## src/sv/legp_pkg.sv

```systemverilog
// shared types, constants and the step micro-program of the legendre evaluator
// no dependencies
package legp_pkg;

    // fixed field widths
    localparam int DATA_W  = 48;
    localparam int POINT_W = 32;
    localparam int ORDER_W = 5;

    // parameter defaults
    localparam int MAX_ORDER_DEF = 16;
    localparam int FRAC_BITS_DEF = 30;

    // operand source codes
    localparam int SRC_W = 4;
    localparam logic [SRC_W-1:0] SRC_X      = 4'd0;
    localparam logic [SRC_W-1:0] SRC_COEF_A = 4'd1;
    localparam logic [SRC_W-1:0] SRC_COEF_B = 4'd2;
    localparam logic [SRC_W-1:0] SRC_T      = 4'd3;
    localparam logic [SRC_W-1:0] SRC_U      = 4'd4;
    localparam logic [SRC_W-1:0] SRC_CUR0   = 4'd5;
    localparam logic [SRC_W-1:0] SRC_CUR1   = 4'd6;
    localparam logic [SRC_W-1:0] SRC_CUR2   = 4'd7;
    localparam logic [SRC_W-1:0] SRC_PREV0  = 4'd8;
    localparam logic [SRC_W-1:0] SRC_PREV1  = 4'd9;
    localparam logic [SRC_W-1:0] SRC_PREV2  = 4'd10;

    // write-back destination codes
    localparam int DST_W = 3;
    localparam logic [DST_W-1:0] DST_T    = 3'd0;
    localparam logic [DST_W-1:0] DST_U    = 3'd1;
    localparam logic [DST_W-1:0] DST_NXT0 = 3'd2;
    localparam logic [DST_W-1:0] DST_NXT1 = 3'd3;
    localparam logic [DST_W-1:0] DST_NXT2 = 3'd4;

    // micro-op kinds
    localparam int KIND_W = 2;
    localparam logic [KIND_W-1:0] KIND_MUL = 2'd0;
    localparam logic [KIND_W-1:0] KIND_ADD = 2'd1;
    localparam logic [KIND_W-1:0] KIND_SUB = 2'd2;

    // micro-program of one recurrence step
    localparam int UOP_W = 4;
    localparam logic [UOP_W-1:0] UP_AX   = 4'd0;   // t = a*x
    localparam logic [UOP_W-1:0] UP_AXP  = 4'd1;   // t = t*p
    localparam logic [UOP_W-1:0] UP_BP0  = 4'd2;   // u = b*pm
    localparam logic [UOP_W-1:0] UP_V    = 4'd3;   // nxt0 = t - u
    localparam logic [UOP_W-1:0] UP_XD1  = 4'd4;   // t = x*p'
    localparam logic [UOP_W-1:0] UP_SD1  = 4'd5;   // t = p + t
    localparam logic [UOP_W-1:0] UP_AD1  = 4'd6;   // t = a*t
    localparam logic [UOP_W-1:0] UP_BP1  = 4'd7;   // u = b*pm'
    localparam logic [UOP_W-1:0] UP_D1   = 4'd8;   // nxt1 = t - u
    localparam logic [UOP_W-1:0] UP_DD   = 4'd9;   // t = p' + p'
    localparam logic [UOP_W-1:0] UP_XD2  = 4'd10;  // u = x*p''
    localparam logic [UOP_W-1:0] UP_SD2  = 4'd11;  // t = t + u
    localparam logic [UOP_W-1:0] UP_AD2  = 4'd12;  // t = a*t
    localparam logic [UOP_W-1:0] UP_BP2  = 4'd13;  // u = b*pm''
    localparam logic [UOP_W-1:0] UP_D2   = 4'd14;  // nxt2 = t - u
    localparam logic [UOP_W-1:0] UP_LAST = UP_D2;

    typedef struct packed {
        logic [KIND_W-1:0] kind;
        logic [SRC_W-1:0]  src_a;
        logic [SRC_W-1:0]  src_b;
        logic [DST_W-1:0]  dst;
    } legp_uop_t;

    // controller to datapath commands
    typedef struct packed {
        logic             init;
        logic             shift;
        logic             load_out;
        logic             mul_start;
        logic             wr_en;
        logic             use_mul;
        logic             sub;
        logic [SRC_W-1:0] src_a;
        logic [SRC_W-1:0] src_b;
        logic [DST_W-1:0] dst;
    } legp_cmd_t;

    // datapath to controller status
    typedef struct packed {
        logic mul_busy;
        logic mul_done;
    } legp_stat_t;

    function automatic legp_uop_t legp_uop_decode(input logic [UOP_W-1:0] idx);
        legp_uop_t u;
        case (idx)
            UP_AX:   u = '{KIND_MUL, SRC_COEF_A, SRC_X,      DST_T};
            UP_AXP:  u = '{KIND_MUL, SRC_T,      SRC_CUR0,   DST_T};
            UP_BP0:  u = '{KIND_MUL, SRC_COEF_B, SRC_PREV0,  DST_U};
            UP_V:    u = '{KIND_SUB, SRC_T,      SRC_U,      DST_NXT0};
            UP_XD1:  u = '{KIND_MUL, SRC_X,      SRC_CUR1,   DST_T};
            UP_SD1:  u = '{KIND_ADD, SRC_CUR0,   SRC_T,      DST_T};
            UP_AD1:  u = '{KIND_MUL, SRC_COEF_A, SRC_T,      DST_T};
            UP_BP1:  u = '{KIND_MUL, SRC_COEF_B, SRC_PREV1,  DST_U};
            UP_D1:   u = '{KIND_SUB, SRC_T,      SRC_U,      DST_NXT1};
            UP_DD:   u = '{KIND_ADD, SRC_CUR1,   SRC_CUR1,   DST_T};
            UP_XD2:  u = '{KIND_MUL, SRC_X,      SRC_CUR2,   DST_U};
            UP_SD2:  u = '{KIND_ADD, SRC_T,      SRC_U,      DST_T};
            UP_AD2:  u = '{KIND_MUL, SRC_COEF_A, SRC_T,      DST_T};
            UP_BP2:  u = '{KIND_MUL, SRC_COEF_B, SRC_PREV2,  DST_U};
            UP_D2:   u = '{KIND_SUB, SRC_T,      SRC_U,      DST_NXT2};
            default: u = '{KIND_ADD, SRC_T,      SRC_U,      DST_T};
        endcase
        return u;
    endfunction

endpackage

```

## src/sv/legp_mul.sv

```systemverilog
// iterative signed fixed-point multiplier: four half-width partial products,
// round half away from zero, clip to the data range; uses legp_pkg
module legp_mul
    import legp_pkg::*;
#(
    parameter int FRAC_BITS = FRAC_BITS_DEF
)
(
    input  logic                     clk,
    input  logic                     rst_n,
    input  logic                     start,
    input  logic signed [DATA_W-1:0] a,
    input  logic signed [DATA_W-1:0] b,
    output logic                     busy,
    output logic                     done,
    output logic signed [DATA_W-1:0] res,
    output logic                     ovf
);

    localparam int HALF_W = DATA_W / 2;
    localparam int PROD_W = 2 * DATA_W;
    localparam int CNT_W  = 3;
    localparam logic [CNT_W-1:0] CNT_FIRST_ACC = 3'd1;
    localparam logic [CNT_W-1:0] CNT_LAST_PP   = 3'd3;
    localparam logic [CNT_W-1:0] CNT_LAST_ACC  = 3'd4;
    localparam logic [CNT_W-1:0] CNT_ROUND     = 3'd5;
    localparam logic [CNT_W-1:0] CNT_SIGN      = 3'd6;

    logic              busy_reg;
    logic              done_reg;
    logic [CNT_W-1:0]  cnt_reg;
    logic [DATA_W-1:0] ma_reg;
    logic [DATA_W-1:0] mb_reg;
    logic              neg_reg;
    logic [DATA_W-1:0] pp_reg;
    logic [1:0]        pp_sel_reg;
    logic [PROD_W-1:0] acc_reg;
    logic [DATA_W-1:0] qmag_reg;
    logic              ovf_reg;
    logic signed [DATA_W-1:0] res_reg;

    logic [DATA_W-1:0] a_mag;
    logic [DATA_W-1:0] b_mag;
    logic [HALF_W-1:0] op_x;
    logic [HALF_W-1:0] op_y;
    logic [DATA_W-1:0] product;
    logic [PROD_W-1:0] pp_shifted;
    logic [PROD_W-1:0] round_sum;
    logic [PROD_W-1:0] q_full;
    logic [PROD_W-1:0] lim;
    logic              clip;

    // operand magnitudes
    assign a_mag = a[DATA_W-1] ? $unsigned(-a) : $unsigned(a);
    assign b_mag = b[DATA_W-1] ? $unsigned(-b) : $unsigned(b);

    // one half-width partial product per cycle
    assign op_x    = cnt_reg[1] ? ma_reg[DATA_W-1:HALF_W] : ma_reg[HALF_W-1:0];
    assign op_y    = cnt_reg[0] ? mb_reg[DATA_W-1:HALF_W] : mb_reg[HALF_W-1:0];
    assign product = op_x * op_y;

    // align the registered partial product
    always_comb
    begin
        case (pp_sel_reg)
            2'b00:   pp_shifted = PROD_W'(pp_reg);
            2'b01:   pp_shifted = PROD_W'(pp_reg) << HALF_W;
            2'b10:   pp_shifted = PROD_W'(pp_reg) << HALF_W;
            2'b11:   pp_shifted = PROD_W'(pp_reg) << DATA_W;
            default: pp_shifted = PROD_W'(pp_reg);
        endcase
    end

    // round to nearest and clip the magnitude
    assign round_sum = acc_reg + (PROD_W'(1) << (FRAC_BITS - 1));
    assign q_full    = round_sum >> FRAC_BITS;
    assign lim       = neg_reg ? (PROD_W'(1) << (DATA_W - 1))
                               : ((PROD_W'(1) << (DATA_W - 1)) - PROD_W'(1));
    assign clip      = q_full > lim;

    // sequencing
    always_ff @(posedge clk or negedge rst_n)
    begin
        if (!rst_n)
        begin
            busy_reg <= 1'b0;
            done_reg <= 1'b0;
            cnt_reg  <= '0;
        end
        else
        begin
            done_reg <= busy_reg && (cnt_reg == CNT_SIGN);
            if (start)
            begin
                busy_reg <= 1'b1;
                cnt_reg  <= '0;
            end
            else if (busy_reg)
            begin
                if (cnt_reg == CNT_SIGN)
                    busy_reg <= 1'b0;
                else
                    cnt_reg <= cnt_reg + CNT_W'(1);
            end
        end
    end

    // arithmetic registers
    always_ff @(posedge clk)
    begin
        if (start)
        begin
            ma_reg  <= a_mag;
            mb_reg  <= b_mag;
            neg_reg <= a[DATA_W-1] ^ b[DATA_W-1];
            acc_reg <= '0;
        end
        else if (busy_reg)
        begin
            if (cnt_reg <= CNT_LAST_PP)
            begin
                pp_reg     <= product;
                pp_sel_reg <= cnt_reg[1:0];
            end
            if ((cnt_reg >= CNT_FIRST_ACC) && (cnt_reg <= CNT_LAST_ACC))
                acc_reg <= acc_reg + pp_shifted;
            if (cnt_reg == CNT_ROUND)
            begin
                qmag_reg <= clip ? lim[DATA_W-1:0] : q_full[DATA_W-1:0];
                ovf_reg  <= clip;
            end
            if (cnt_reg == CNT_SIGN)
                res_reg <= neg_reg ? $signed(DATA_W'(0) - qmag_reg) : $signed(qmag_reg);
        end
    end

    assign busy = busy_reg;
    assign done = done_reg;
    assign res  = res_reg;
    assign ovf  = ovf_reg;

endmodule

```

## src/sv/legp_ctrl.sv

```systemverilog
// controller of the legendre evaluator: handshakes, order register, step and
// micro-op sequencing; uses legp_pkg
module legp_ctrl
    import legp_pkg::*;
#(
    parameter int MAX_ORDER = MAX_ORDER_DEF,
    localparam int JW       = $clog2(MAX_ORDER + 2)
)
(
    input  logic               clk,
    input  logic               rst_n,
    input  logic               in_valid,
    output logic               in_stall,
    output logic               out_valid,
    input  logic               out_stall,
    input  logic               cfg_we,
    input  logic [ORDER_W-1:0] cfg_wdata,
    input  legp_stat_t         stat,
    output legp_cmd_t          cmd,
    output logic [JW-1:0]      step_idx
);

    localparam int ST_W = 3;
    localparam logic [ST_W-1:0] ST_IDLE   = 3'd0;
    localparam logic [ST_W-1:0] ST_ISSUE  = 3'd1;
    localparam logic [ST_W-1:0] ST_WAIT   = 3'd2;
    localparam logic [ST_W-1:0] ST_ADV    = 3'd3;
    localparam logic [ST_W-1:0] ST_FINISH = 3'd4;

    logic [ST_W-1:0]    state_reg, state_next;
    logic [UOP_W-1:0]   uop_reg, uop_next;
    logic [JW-1:0]      j_reg, j_next;
    logic [ORDER_W-1:0] order_reg;
    logic               out_valid_reg, out_valid_next;

    logic [JW-1:0]      n_eff;
    legp_uop_t          uop;

    // order clamps to the largest supported one
    always_comb
    begin
        if (32'(order_reg) > MAX_ORDER)
            n_eff = JW'(MAX_ORDER);
        else
            n_eff = JW'(order_reg);
    end

    assign uop = legp_uop_decode(uop_reg);

    // next state and commands
    always_comb
    begin
        state_next     = state_reg;
        uop_next       = uop_reg;
        j_next         = j_reg;
        out_valid_next = out_valid_reg && out_stall;
        cmd            = '0;
        cmd.src_a      = uop.src_a;
        cmd.src_b      = uop.src_b;
        cmd.dst        = uop.dst;
        cmd.sub        = (uop.kind == KIND_SUB);
        case (state_reg)
            ST_IDLE:
            begin
                if (in_valid)
                begin
                    cmd.init   = 1'b1;
                    j_next     = JW'(1);
                    uop_next   = UP_AX;
                    state_next = ST_ISSUE;
                end
            end
            ST_ISSUE:
            begin
                if (uop.kind == KIND_MUL)
                begin
                    cmd.mul_start = 1'b1;
                    state_next    = ST_WAIT;
                end
                else
                begin
                    cmd.wr_en = 1'b1;
                    if (uop_reg == UP_LAST)
                        state_next = ST_ADV;
                    else
                        uop_next = uop_reg + UOP_W'(1);
                end
            end
            ST_WAIT:
            begin
                cmd.use_mul = 1'b1;
                if (stat.mul_done && !stat.mul_busy)
                begin
                    cmd.wr_en = 1'b1;
                    if (uop_reg == UP_LAST)
                        state_next = ST_ADV;
                    else
                    begin
                        uop_next   = uop_reg + UOP_W'(1);
                        state_next = ST_ISSUE;
                    end
                end
            end
            ST_ADV:
            begin
                // the extra step for order n+1 ends the item
                if (j_reg == (n_eff + JW'(1)))
                    state_next = ST_FINISH;
                else
                begin
                    cmd.shift  = 1'b1;
                    j_next     = j_reg + JW'(1);
                    uop_next   = UP_AX;
                    state_next = ST_ISSUE;
                end
            end
            ST_FINISH:
            begin
                if (!out_valid_reg || !out_stall)
                begin
                    cmd.load_out   = 1'b1;
                    out_valid_next = 1'b1;
                    state_next     = ST_IDLE;
                end
            end
            default:
            begin
                state_next = ST_IDLE;
            end
        endcase
    end

    // control registers
    always_ff @(posedge clk or negedge rst_n)
    begin
        if (!rst_n)
        begin
            state_reg     <= ST_IDLE;
            uop_reg       <= UP_AX;
            j_reg         <= JW'(1);
            order_reg     <= ORDER_W'(1);
            out_valid_reg <= 1'b0;
        end
        else
        begin
            state_reg     <= state_next;
            uop_reg       <= uop_next;
            j_reg         <= j_next;
            out_valid_reg <= out_valid_next;
            if (cfg_we)
                order_reg <= cfg_wdata;
        end
    end

    assign in_stall  = (state_reg != ST_IDLE);
    assign out_valid = out_valid_reg;
    assign step_idx  = j_reg;

endmodule

```

## src/sv/legp_dpath.sv

```systemverilog
// datapath of the legendre evaluator: coefficient table, value registers,
// saturating adder, shared multiplier and result registers; uses legp_pkg, legp_mul
module legp_dpath
    import legp_pkg::*;
#(
    parameter int MAX_ORDER = MAX_ORDER_DEF,
    parameter int FRAC_BITS = FRAC_BITS_DEF,
    localparam int JW       = $clog2(MAX_ORDER + 2)
)
(
    input  logic                      clk,
    input  logic                      rst_n,
    input  legp_cmd_t                 cmd,
    input  logic [JW-1:0]             step_idx,
    input  logic signed [POINT_W-1:0] point,
    output legp_stat_t                stat,
    output logic signed [DATA_W-1:0]  p_n,
    output logic signed [DATA_W-1:0]  dp_n,
    output logic signed [DATA_W-1:0]  d2p_n,
    output logic signed [DATA_W-1:0]  p_next,
    output logic signed [DATA_W-1:0]  dp_next,
    output logic signed [DATA_W-1:0]  d2p_next,
    output logic                      overflow
);

    localparam int TAB_D = MAX_ORDER + 2;
    localparam logic signed [DATA_W-1:0] ONE     = DATA_W'(1) << FRAC_BITS;
    localparam logic signed [DATA_W-1:0] VAL_MAX = {1'b0, {(DATA_W-1){1'b1}}};
    localparam logic signed [DATA_W-1:0] VAL_MIN = {1'b1, {(DATA_W-1){1'b0}}};

    logic [DATA_W-1:0] coef_a_tab [TAB_D];
    logic [DATA_W-1:0] coef_b_tab [TAB_D];

    logic signed [DATA_W-1:0] x_reg, t_reg, u_reg;
    logic signed [DATA_W-1:0] cur0_reg, cur1_reg, cur2_reg;
    logic signed [DATA_W-1:0] prev0_reg, prev1_reg, prev2_reg;
    logic signed [DATA_W-1:0] nxt0_reg, nxt1_reg, nxt2_reg;
    logic                     ovf_reg;
    logic signed [DATA_W-1:0] p_n_reg, dp_n_reg, d2p_n_reg;
    logic signed [DATA_W-1:0] p_next_reg, dp_next_reg, d2p_next_reg;
    logic                     overflow_reg;

    logic signed [DATA_W-1:0] opa, opb;
    logic signed [DATA_W:0]   alu_sum;
    logic signed [DATA_W-1:0] alu_res;
    logic                     alu_ovf;
    logic signed [DATA_W-1:0] mul_res;
    logic                     mul_ovf;
    logic signed [DATA_W-1:0] wb_val;
    logic                     wb_ovf;

    // recurrence coefficients (2j-1)/j and (j-1)/j, rounded to nearest
    for (genvar gj = 0; gj < TAB_D; gj++)
    begin : g_coef
        if (gj == 0)
        begin : g_unused
            assign coef_a_tab[gj] = '0;
            assign coef_b_tab[gj] = '0;
        end
        else
        begin : g_entry
            localparam logic [63:0] NUM_A  = 64'(2 * gj - 1) << FRAC_BITS;
            localparam logic [63:0] NUM_B  = 64'(gj - 1) << FRAC_BITS;
            localparam logic [63:0] COEF_A = (NUM_A + 64'(gj / 2)) / 64'(gj);
            localparam logic [63:0] COEF_B = (NUM_B + 64'(gj / 2)) / 64'(gj);
            assign coef_a_tab[gj] = COEF_A[DATA_W-1:0];
            assign coef_b_tab[gj] = COEF_B[DATA_W-1:0];
        end
    end

    function automatic logic signed [DATA_W-1:0] pick(
        input logic [SRC_W-1:0]       src,
        input logic signed [DATA_W-1:0] x_v, t_v, u_v, ca, cb,
        input logic signed [DATA_W-1:0] c0, c1, c2, p0, p1, p2
    );
        logic signed [DATA_W-1:0] v;
        case (src)
            SRC_X:      v = x_v;
            SRC_COEF_A: v = ca;
            SRC_COEF_B: v = cb;
            SRC_T:      v = t_v;
            SRC_U:      v = u_v;
            SRC_CUR0:   v = c0;
            SRC_CUR1:   v = c1;
            SRC_CUR2:   v = c2;
            SRC_PREV0:  v = p0;
            SRC_PREV1:  v = p1;
            SRC_PREV2:  v = p2;
            default:    v = '0;
        endcase
        return v;
    endfunction

    // operand selection
    assign opa = pick(cmd.src_a, x_reg, t_reg, u_reg,
                      $signed(coef_a_tab[step_idx]), $signed(coef_b_tab[step_idx]),
                      cur0_reg, cur1_reg, cur2_reg, prev0_reg, prev1_reg, prev2_reg);
    assign opb = pick(cmd.src_b, x_reg, t_reg, u_reg,
                      $signed(coef_a_tab[step_idx]), $signed(coef_b_tab[step_idx]),
                      cur0_reg, cur1_reg, cur2_reg, prev0_reg, prev1_reg, prev2_reg);

    // saturating add and subtract
    always_comb
    begin
        if (cmd.sub)
            alu_sum = {opa[DATA_W-1], opa} - {opb[DATA_W-1], opb};
        else
            alu_sum = {opa[DATA_W-1], opa} + {opb[DATA_W-1], opb};
        alu_ovf = alu_sum[DATA_W] != alu_sum[DATA_W-1];
        if (alu_ovf)
            alu_res = alu_sum[DATA_W] ? VAL_MIN : VAL_MAX;
        else
            alu_res = alu_sum[DATA_W-1:0];
    end

    // shared multiplier
    legp_mul #(
        .FRAC_BITS (FRAC_BITS)
    ) u_mul (
        .clk   (clk),
        .rst_n (rst_n),
        .start (cmd.mul_start),
        .a     (opa),
        .b     (opb),
        .busy  (stat.mul_busy),
        .done  (stat.mul_done),
        .res   (mul_res),
        .ovf   (mul_ovf)
    );

    assign wb_val = cmd.use_mul ? mul_res : alu_res;
    assign wb_ovf = cmd.use_mul ? mul_ovf : alu_ovf;

    // value registers and result registers
    always_ff @(posedge clk)
    begin
        if (cmd.init)
        begin
            x_reg     <= {{(DATA_W-POINT_W){point[POINT_W-1]}}, point};
            cur0_reg  <= ONE;
            cur1_reg  <= '0;
            cur2_reg  <= '0;
            prev0_reg <= '0;
            prev1_reg <= '0;
            prev2_reg <= '0;
            ovf_reg   <= 1'b0;
        end
        if (cmd.wr_en)
        begin
            ovf_reg <= ovf_reg | wb_ovf;
            case (cmd.dst)
                DST_T:    t_reg    <= wb_val;
                DST_U:    u_reg    <= wb_val;
                DST_NXT0: nxt0_reg <= wb_val;
                DST_NXT1: nxt1_reg <= wb_val;
                DST_NXT2: nxt2_reg <= wb_val;
                default:  t_reg    <= wb_val;
            endcase
        end
        if (cmd.shift)
        begin
            prev0_reg <= cur0_reg;
            prev1_reg <= cur1_reg;
            prev2_reg <= cur2_reg;
            cur0_reg  <= nxt0_reg;
            cur1_reg  <= nxt1_reg;
            cur2_reg  <= nxt2_reg;
        end
        if (cmd.load_out)
        begin
            p_n_reg      <= cur0_reg;
            dp_n_reg     <= cur1_reg;
            d2p_n_reg    <= cur2_reg;
            p_next_reg   <= nxt0_reg;
            dp_next_reg  <= nxt1_reg;
            d2p_next_reg <= nxt2_reg;
            overflow_reg <= ovf_reg;
        end
    end

    assign p_n      = p_n_reg;
    assign dp_n     = dp_n_reg;
    assign d2p_n    = d2p_n_reg;
    assign p_next   = p_next_reg;
    assign dp_next  = dp_next_reg;
    assign d2p_next = d2p_next_reg;
    assign overflow = overflow_reg;

endmodule

```

## src/sv/legendre_poly_eval_unit.sv

```systemverilog
// Legendre polynomial evaluator. For each point x (signed, FRAC_BITS fraction
// bits) it returns P_n, P_n', P_n'' and P_{n+1}, P_{n+1}', P_{n+1}'' in signed
// 48-bit fixed point with the same fraction, saturated, plus a flag set when
// any intermediate value saturated. n is the order register (reset 1),
// clamped to MAX_ORDER; write it only while no point is in flight. One point
// is worked at a time: each recurrence step runs fifteen micro-ops, nine of
// them products on one shared multiplier that builds each 48x48 product from
// four 24x24 partial products. A finished result sits in the output register
// while the next point is accepted.
// uses legp_pkg, legp_ctrl, legp_dpath
module legendre_poly_eval_unit
    import legp_pkg::*;
#(
    parameter int MAX_ORDER = MAX_ORDER_DEF,
    parameter int FRAC_BITS = FRAC_BITS_DEF
)
(
    input  logic                      clk,
    input  logic                      rst_n,
    input  logic                      cfg_we,
    input  logic [ORDER_W-1:0]        cfg_wdata,
    input  logic                      in_valid,
    output logic                      in_stall,
    input  logic signed [POINT_W-1:0] point,
    output logic                      out_valid,
    input  logic                      out_stall,
    output logic signed [DATA_W-1:0]  p_n,
    output logic signed [DATA_W-1:0]  dp_n,
    output logic signed [DATA_W-1:0]  d2p_n,
    output logic signed [DATA_W-1:0]  p_next,
    output logic signed [DATA_W-1:0]  dp_next,
    output logic signed [DATA_W-1:0]  d2p_next,
    output logic                      overflow
);

    localparam int JW = $clog2(MAX_ORDER + 2);

    legp_cmd_t     cmd;
    legp_stat_t    stat;
    logic [JW-1:0] step_idx;

    // sequencing
    legp_ctrl #(
        .MAX_ORDER (MAX_ORDER)
    ) u_ctrl (
        .clk       (clk),
        .rst_n     (rst_n),
        .in_valid  (in_valid),
        .in_stall  (in_stall),
        .out_valid (out_valid),
        .out_stall (out_stall),
        .cfg_we    (cfg_we),
        .cfg_wdata (cfg_wdata),
        .stat      (stat),
        .cmd       (cmd),
        .step_idx  (step_idx)
    );

    // arithmetic
    legp_dpath #(
        .MAX_ORDER (MAX_ORDER),
        .FRAC_BITS (FRAC_BITS)
    ) u_dpath (
        .clk      (clk),
        .rst_n    (rst_n),
        .cmd      (cmd),
        .step_idx (step_idx),
        .point    (point),
        .stat     (stat),
        .p_n      (p_n),
        .dp_n     (dp_n),
        .d2p_n    (d2p_n),
        .p_next   (p_next),
        .dp_next  (dp_next),
        .d2p_next (d2p_next),
        .overflow (overflow)
    );

endmodule

```

## config.mk

```make
export PLATFORM = sky130hd
export DESIGN_NAME = legendre_poly_eval_unit
export DESIGN_NICKNAME = d
export VERILOG_FILES = /design/src/sv/legp_pkg.sv /design/src/sv/legp_mul.sv /design/src/sv/legp_ctrl.sv /design/src/sv/legp_dpath.sv /design/src/sv/legendre_poly_eval_unit.sv
export SDC_FILE = /design/constraint.sdc
export NUM_CORES = 2
export LEC_CHECK = 0
export BUFFER_PORTS_ARGS = -buffer_cell sky130_fd_sc_hd__buf_4
export CORE_MARGIN = 3
export CORE_UTILIZATION = 45
export CTS_BUF_LIST = sky130_fd_sc_hd__clkbuf_4 sky130_fd_sc_hd__clkbuf_8 sky130_fd_sc_hd__clkbuf_16
export CTS_CLUSTER_SIZE = 28
export DETAILED_ROUTE_END_ITERATION = 12
export HOLD_SLACK_MARGIN = 0.12
export SLEW_MARGIN = 20
export SYNTH_ARGS = -nofsm -noshare
export SYNTH_HDL_FRONTEND = slang
export SYNTH_SLANG_ARGS = --single-unit
```

## constraint.sdc

```tcl
create_clock -name clk -period 29.8 [get_ports clk]
set_input_delay 5.96 -clock clk [delete_from_list [all_inputs] [get_ports clk]]
set_output_delay 5.96 -clock clk [all_outputs]
set_load 0.01 [all_outputs]
```

==> out/qor_table.md <==
| Item | Value |
| --- | --- |
| Synthesis-to-layout area growth | 12.4% |
| Length of routed wiring on met1 | 131000 um |
| Max-slew violation count | 0 |
| Number of synthesized flops with an enable pin | 1094 |
| CP Capture Type | flip-flop |
| Global-route wire length before repair | 454000 um |
| Final RePlAce weighted congestion | 1.02 |
| Proportion of synthesized flip-flops having asynchronous set or reset | 0.0190 |
| Status | completed |
| Final Hold Viols | 0 |
| DRT Pass-1 Iters | 7 |
| Synth warn | 0 |
| Die Area | 0.188 sq mm |
| Max reg flops | 96 |
| Number of distinct library cells after synthesis | 109 |
| CTS tree | built |
| Clk_lat worst skew | 820 ps |
| Max incr delay on CP | 880 ps |
| Timing startpoint of the critical path | u_ctrl.uop_reg[0] |
| Overall Global Routing Usage | 0.337 |
| Overall overflow remaining after global route | 0 |
| RSZ-0062 raised after global routing | false |
| Synth Instances | 7812 |
| Final WL | 319000 um |
| DR DRC count | 0 |
| CP required | 30230 ps |
| Final ANT Viol Nets | 0 |
| Type of the most critical hold path | reg -> reg |
| Core Footprint | 0.181 sq mm |
| FF-to-FF End | u_dpath.nxt0_reg[13] |
| Vias in the first global route | 62600 |
| Uppermost metal layer occupied by signal nets | met5 |
| Critical Path Source Type | flip-flop |
| Clock Skew | 73.3 ps |
| CP arrival | 13330 ps |
| Drt wl/cell | 30.3 um |
| Proportion of netlist area held by the largest area contributor | 0.400 |
| Vias post-DR | 64600 |
| Setup TNS Final | 0 ps |
| Syn Std Cell Area | 0.0822 sq mm |
| Worst-path clk slew | 60 ps |
| CTS H-tree lvls | 4 |
| Number of nets in the synthesized netlist | 8735 |
| Ys flop type | sky130_fd_sc_hd__edfxtp_1 |
| Critical R2R Launch | u_ctrl.uop_reg[0] |
| Slew @ Worst Pin | 1340 ps |
| Maximum frequency from static timing analysis | 0.0775 GHz |
| Number of buffers added on ports | 332 |
| Critical path start-end classification | reg -> reg |
| Worst setup path endpoint | u_dpath.nxt0_reg[13] |
| Sequential Area | 0.0354 sq mm |
| Maximum number of pins on one net before global-route repair | 122 |
| Sequential area share after synthesis | 0.430 |
| Cell repeated most along the worst path | sky130_fd_sc_hd__a211oi_1 |
| Final worst path period share | 0.433 |
| Sum of met3 wire segment lengths after detailed routing | 30700 um |
| Number of DRC markers in iteration 0 | 7680 |
| Number of gates given a new drive strength after cts | 0 |
| Crit-path slowest cell | sky130_fd_sc_hd__nor4b_1 |
| Clock root buffer master | sky130_fd_sc_hd__clkbuf_16 |
| Worst reg-to-reg setup slack | 16900 ps |
| Area of combinational cells with multiple inputs | 0.0431 sq mm |
| Final layout net count | 8967 |
| Half-perimeter wire length after placement | 243000 um |
| Sinks on the clock net | 1213 |
| Max-slew headroom at the worst pin | 0.104 |
| Setup violation total in the final timing report | 0 |
| Synthesized area per cell | 10.5 sq um |
| Rows | 156 |
| Flip-flop and latch count after synthesis | 1213 |
| Number of antenna violations at the first check in global routing | 24 |
| Number of top-level design ports | 333 |
| Max clock buf depth | 3 |
| MaxCap Viol Count | 0 |
| Setup repair bufs after CTS | 0 |
| Cells on worst reg2reg path | 29 |
| Number of hold buffers added after CTS | 0 |
| Final-layout fill cell count | 16200 |
| Cts bufs inserted | 137 |
| Top cell type by total area after synthesis | sky130_fd_sc_hd__edfxtp_1 |
| Crit-path max FO | 18 |
| Synth area leaders | sky130_fd_sc_hd__edfxtp_1, sky130_fd_sc_hd__fa_1, sky130_fd_sc_hd__ha_1 |
| Fraction of layout instances using a drive strength above 1 | 0.120 |
| Width of the die | 433 um |
| Final critical-path required period | 12900 ps |
| Die Span Y | 433 um |
| Routed length on met2 | 141000 um |
| Via density per instance | 6.14 |
| Starting density of the core | 0.454 |
## cells in the mapped netlist, types with 44 or more instances
| cell type | number |
|---|---|
| sky130_fd_sc_hd__and2_1 | 371 |
| sky130_fd_sc_hd__dfxtp_1 | 96 |
| sky130_fd_sc_hd__a221oi_1 | 58 |
| sky130_fd_sc_hd__a22o_1 | 77 |
| sky130_fd_sc_hd__a22oi_1 | 105 |
| sky130_fd_sc_hd__nor4_1 | 44 |
| sky130_fd_sc_hd__buf_2 | 50 |
| sky130_fd_sc_hd__mux2_2 | 121 |
| sky130_fd_sc_hd__fa_1 | 484 |
| sky130_fd_sc_hd__a21o_1 | 147 |
| sky130_fd_sc_hd__a21oi_1 | 471 |
| sky130_fd_sc_hd__xor2_1 | 127 |
| sky130_fd_sc_hd__nor2_1 | 604 |
| sky130_fd_sc_hd__ha_1 | 397 |
| sky130_fd_sc_hd__inv_1 | 666 |
| sky130_fd_sc_hd__nand2_1 | 837 |
| sky130_fd_sc_hd__nor3_1 | 96 |
| sky130_fd_sc_hd__and3_1 | 47 |
| sky130_fd_sc_hd__nand3_1 | 161 |
| sky130_fd_sc_hd__o21bai_1 | 45 |
| sky130_fd_sc_hd__clkbuf_1 | 304 |
| sky130_fd_sc_hd__nand4_1 | 89 |
| sky130_fd_sc_hd__edfxtp_1 | 1094 |
| sky130_fd_sc_hd__nand2b_1 | 46 |
| sky130_fd_sc_hd__xnor2_1 | 286 |
| sky130_fd_sc_hd__o21ai_0 | 235 |
| sky130_fd_sc_hd__mux2i_1 | 76 |
## critical path, delay by kind of cell (launching register included)
kind	cells	cell delay [ps]
xor+xnor	3	600
flops	1	640
compound gates	10	4760
buf+inv	2	510
fa+ha+maj	2	960
simple gates	12	5010
## cells by family (layout without fill, tap and decap cells)
family | Yosys count | after routing | synth area share
AO/OA/AOI/OAI | 1534 | 1534 | 0.123
AND/OR/NAND/NOR | 2491 | 2491 | 0.145
buffers and inverters | 1071 | 1413 | 0.0505
adder cells (fa/ha/maj) | 881 | 881 | 0.178
XOR/XNOR | 414 | 414 | 0.0443
other | 0 | 4 | 0
flip-flops | 1213 | 1213 | 0.430
multiplexers | 208 | 208 | 0.0285
## cell usage in the layout, fill, tap and decap left out, drive strengths merged, types with 80 or more instances in the layout
cell type / instances
a21o: 147
a21oi: 471
a22oi: 105
and2: 372
buf: 494
clkbuf: 159
dfxtp: 96
edfxtp: 1094
fa: 484
ha: 397
inv: 676
mux2: 123
mux2i: 80
nand2: 838
nand3: 161
nand4: 91
nor2: 606
nor3: 98
o21ai: 260
xnor2: 286
xor2: 127
## per-layer routing
| metal | vias to the layer above | GRT usage |
|---|---|---|
| met2 | 3367 | 0.516 |
| li1 | 27900 | - |
| met4 | 6 | 0.146 |
| met1 | 32700 | 0.464 |
| met3 | 665 | 0.0684 |
| met5 | - | 0 |
## metrics by stage
stage	util	cell area (sq um)	instances	hold slack [ps]	setup WS, ps
floorplan	-	82200	7812	417	9280
global placement	0.484	87600	10300	426	17710
detailed placement	0.484	87600	10300	428	17490
CTS	0.510	92400	10500	444	17460
global route	0.510	92400	10500	452	16330
finish	0.510	92400	10500	443	16900
## how the worst min path moves through the flow
stage	slack (ps)	cells after the start	startpoint	to
floorplan	420	0	u_dpath.nxt0_reg[30]	u_dpath.p_next[30]
global placement	430	0	u_dpath.nxt0_reg[5]	u_dpath.p_next[5]
detailed placement	430	0	u_dpath.nxt0_reg[5]	u_dpath.p_next[5]
CTS	440	0	u_dpath.nxt0_reg[5]	u_dpath.p_next[5]
global route	450	0	u_dpath.nxt2_reg[27]	u_dpath.d2p_next[27]
finish	440	0	u_dpath.nxt0_reg[5]	u_dpath.p_next[5]
## area by class of cell
cell class                      count  area share
Inverter                          670      0.0273
Clock buffer                      159      0.0392
Antenna cell                        4    0.000108
Tap cell                         2370      0.0321
Sequential cell                  1213       0.383
Multi-Input combinational cell   5528       0.466
Timing Repair Buffer              494      0.0402
Clock inverter                     90      0.0119
Power is left out: the tool's default activity adds up to more than one toggle a clock period on the data nets, which glitch-free logic cannot reach.
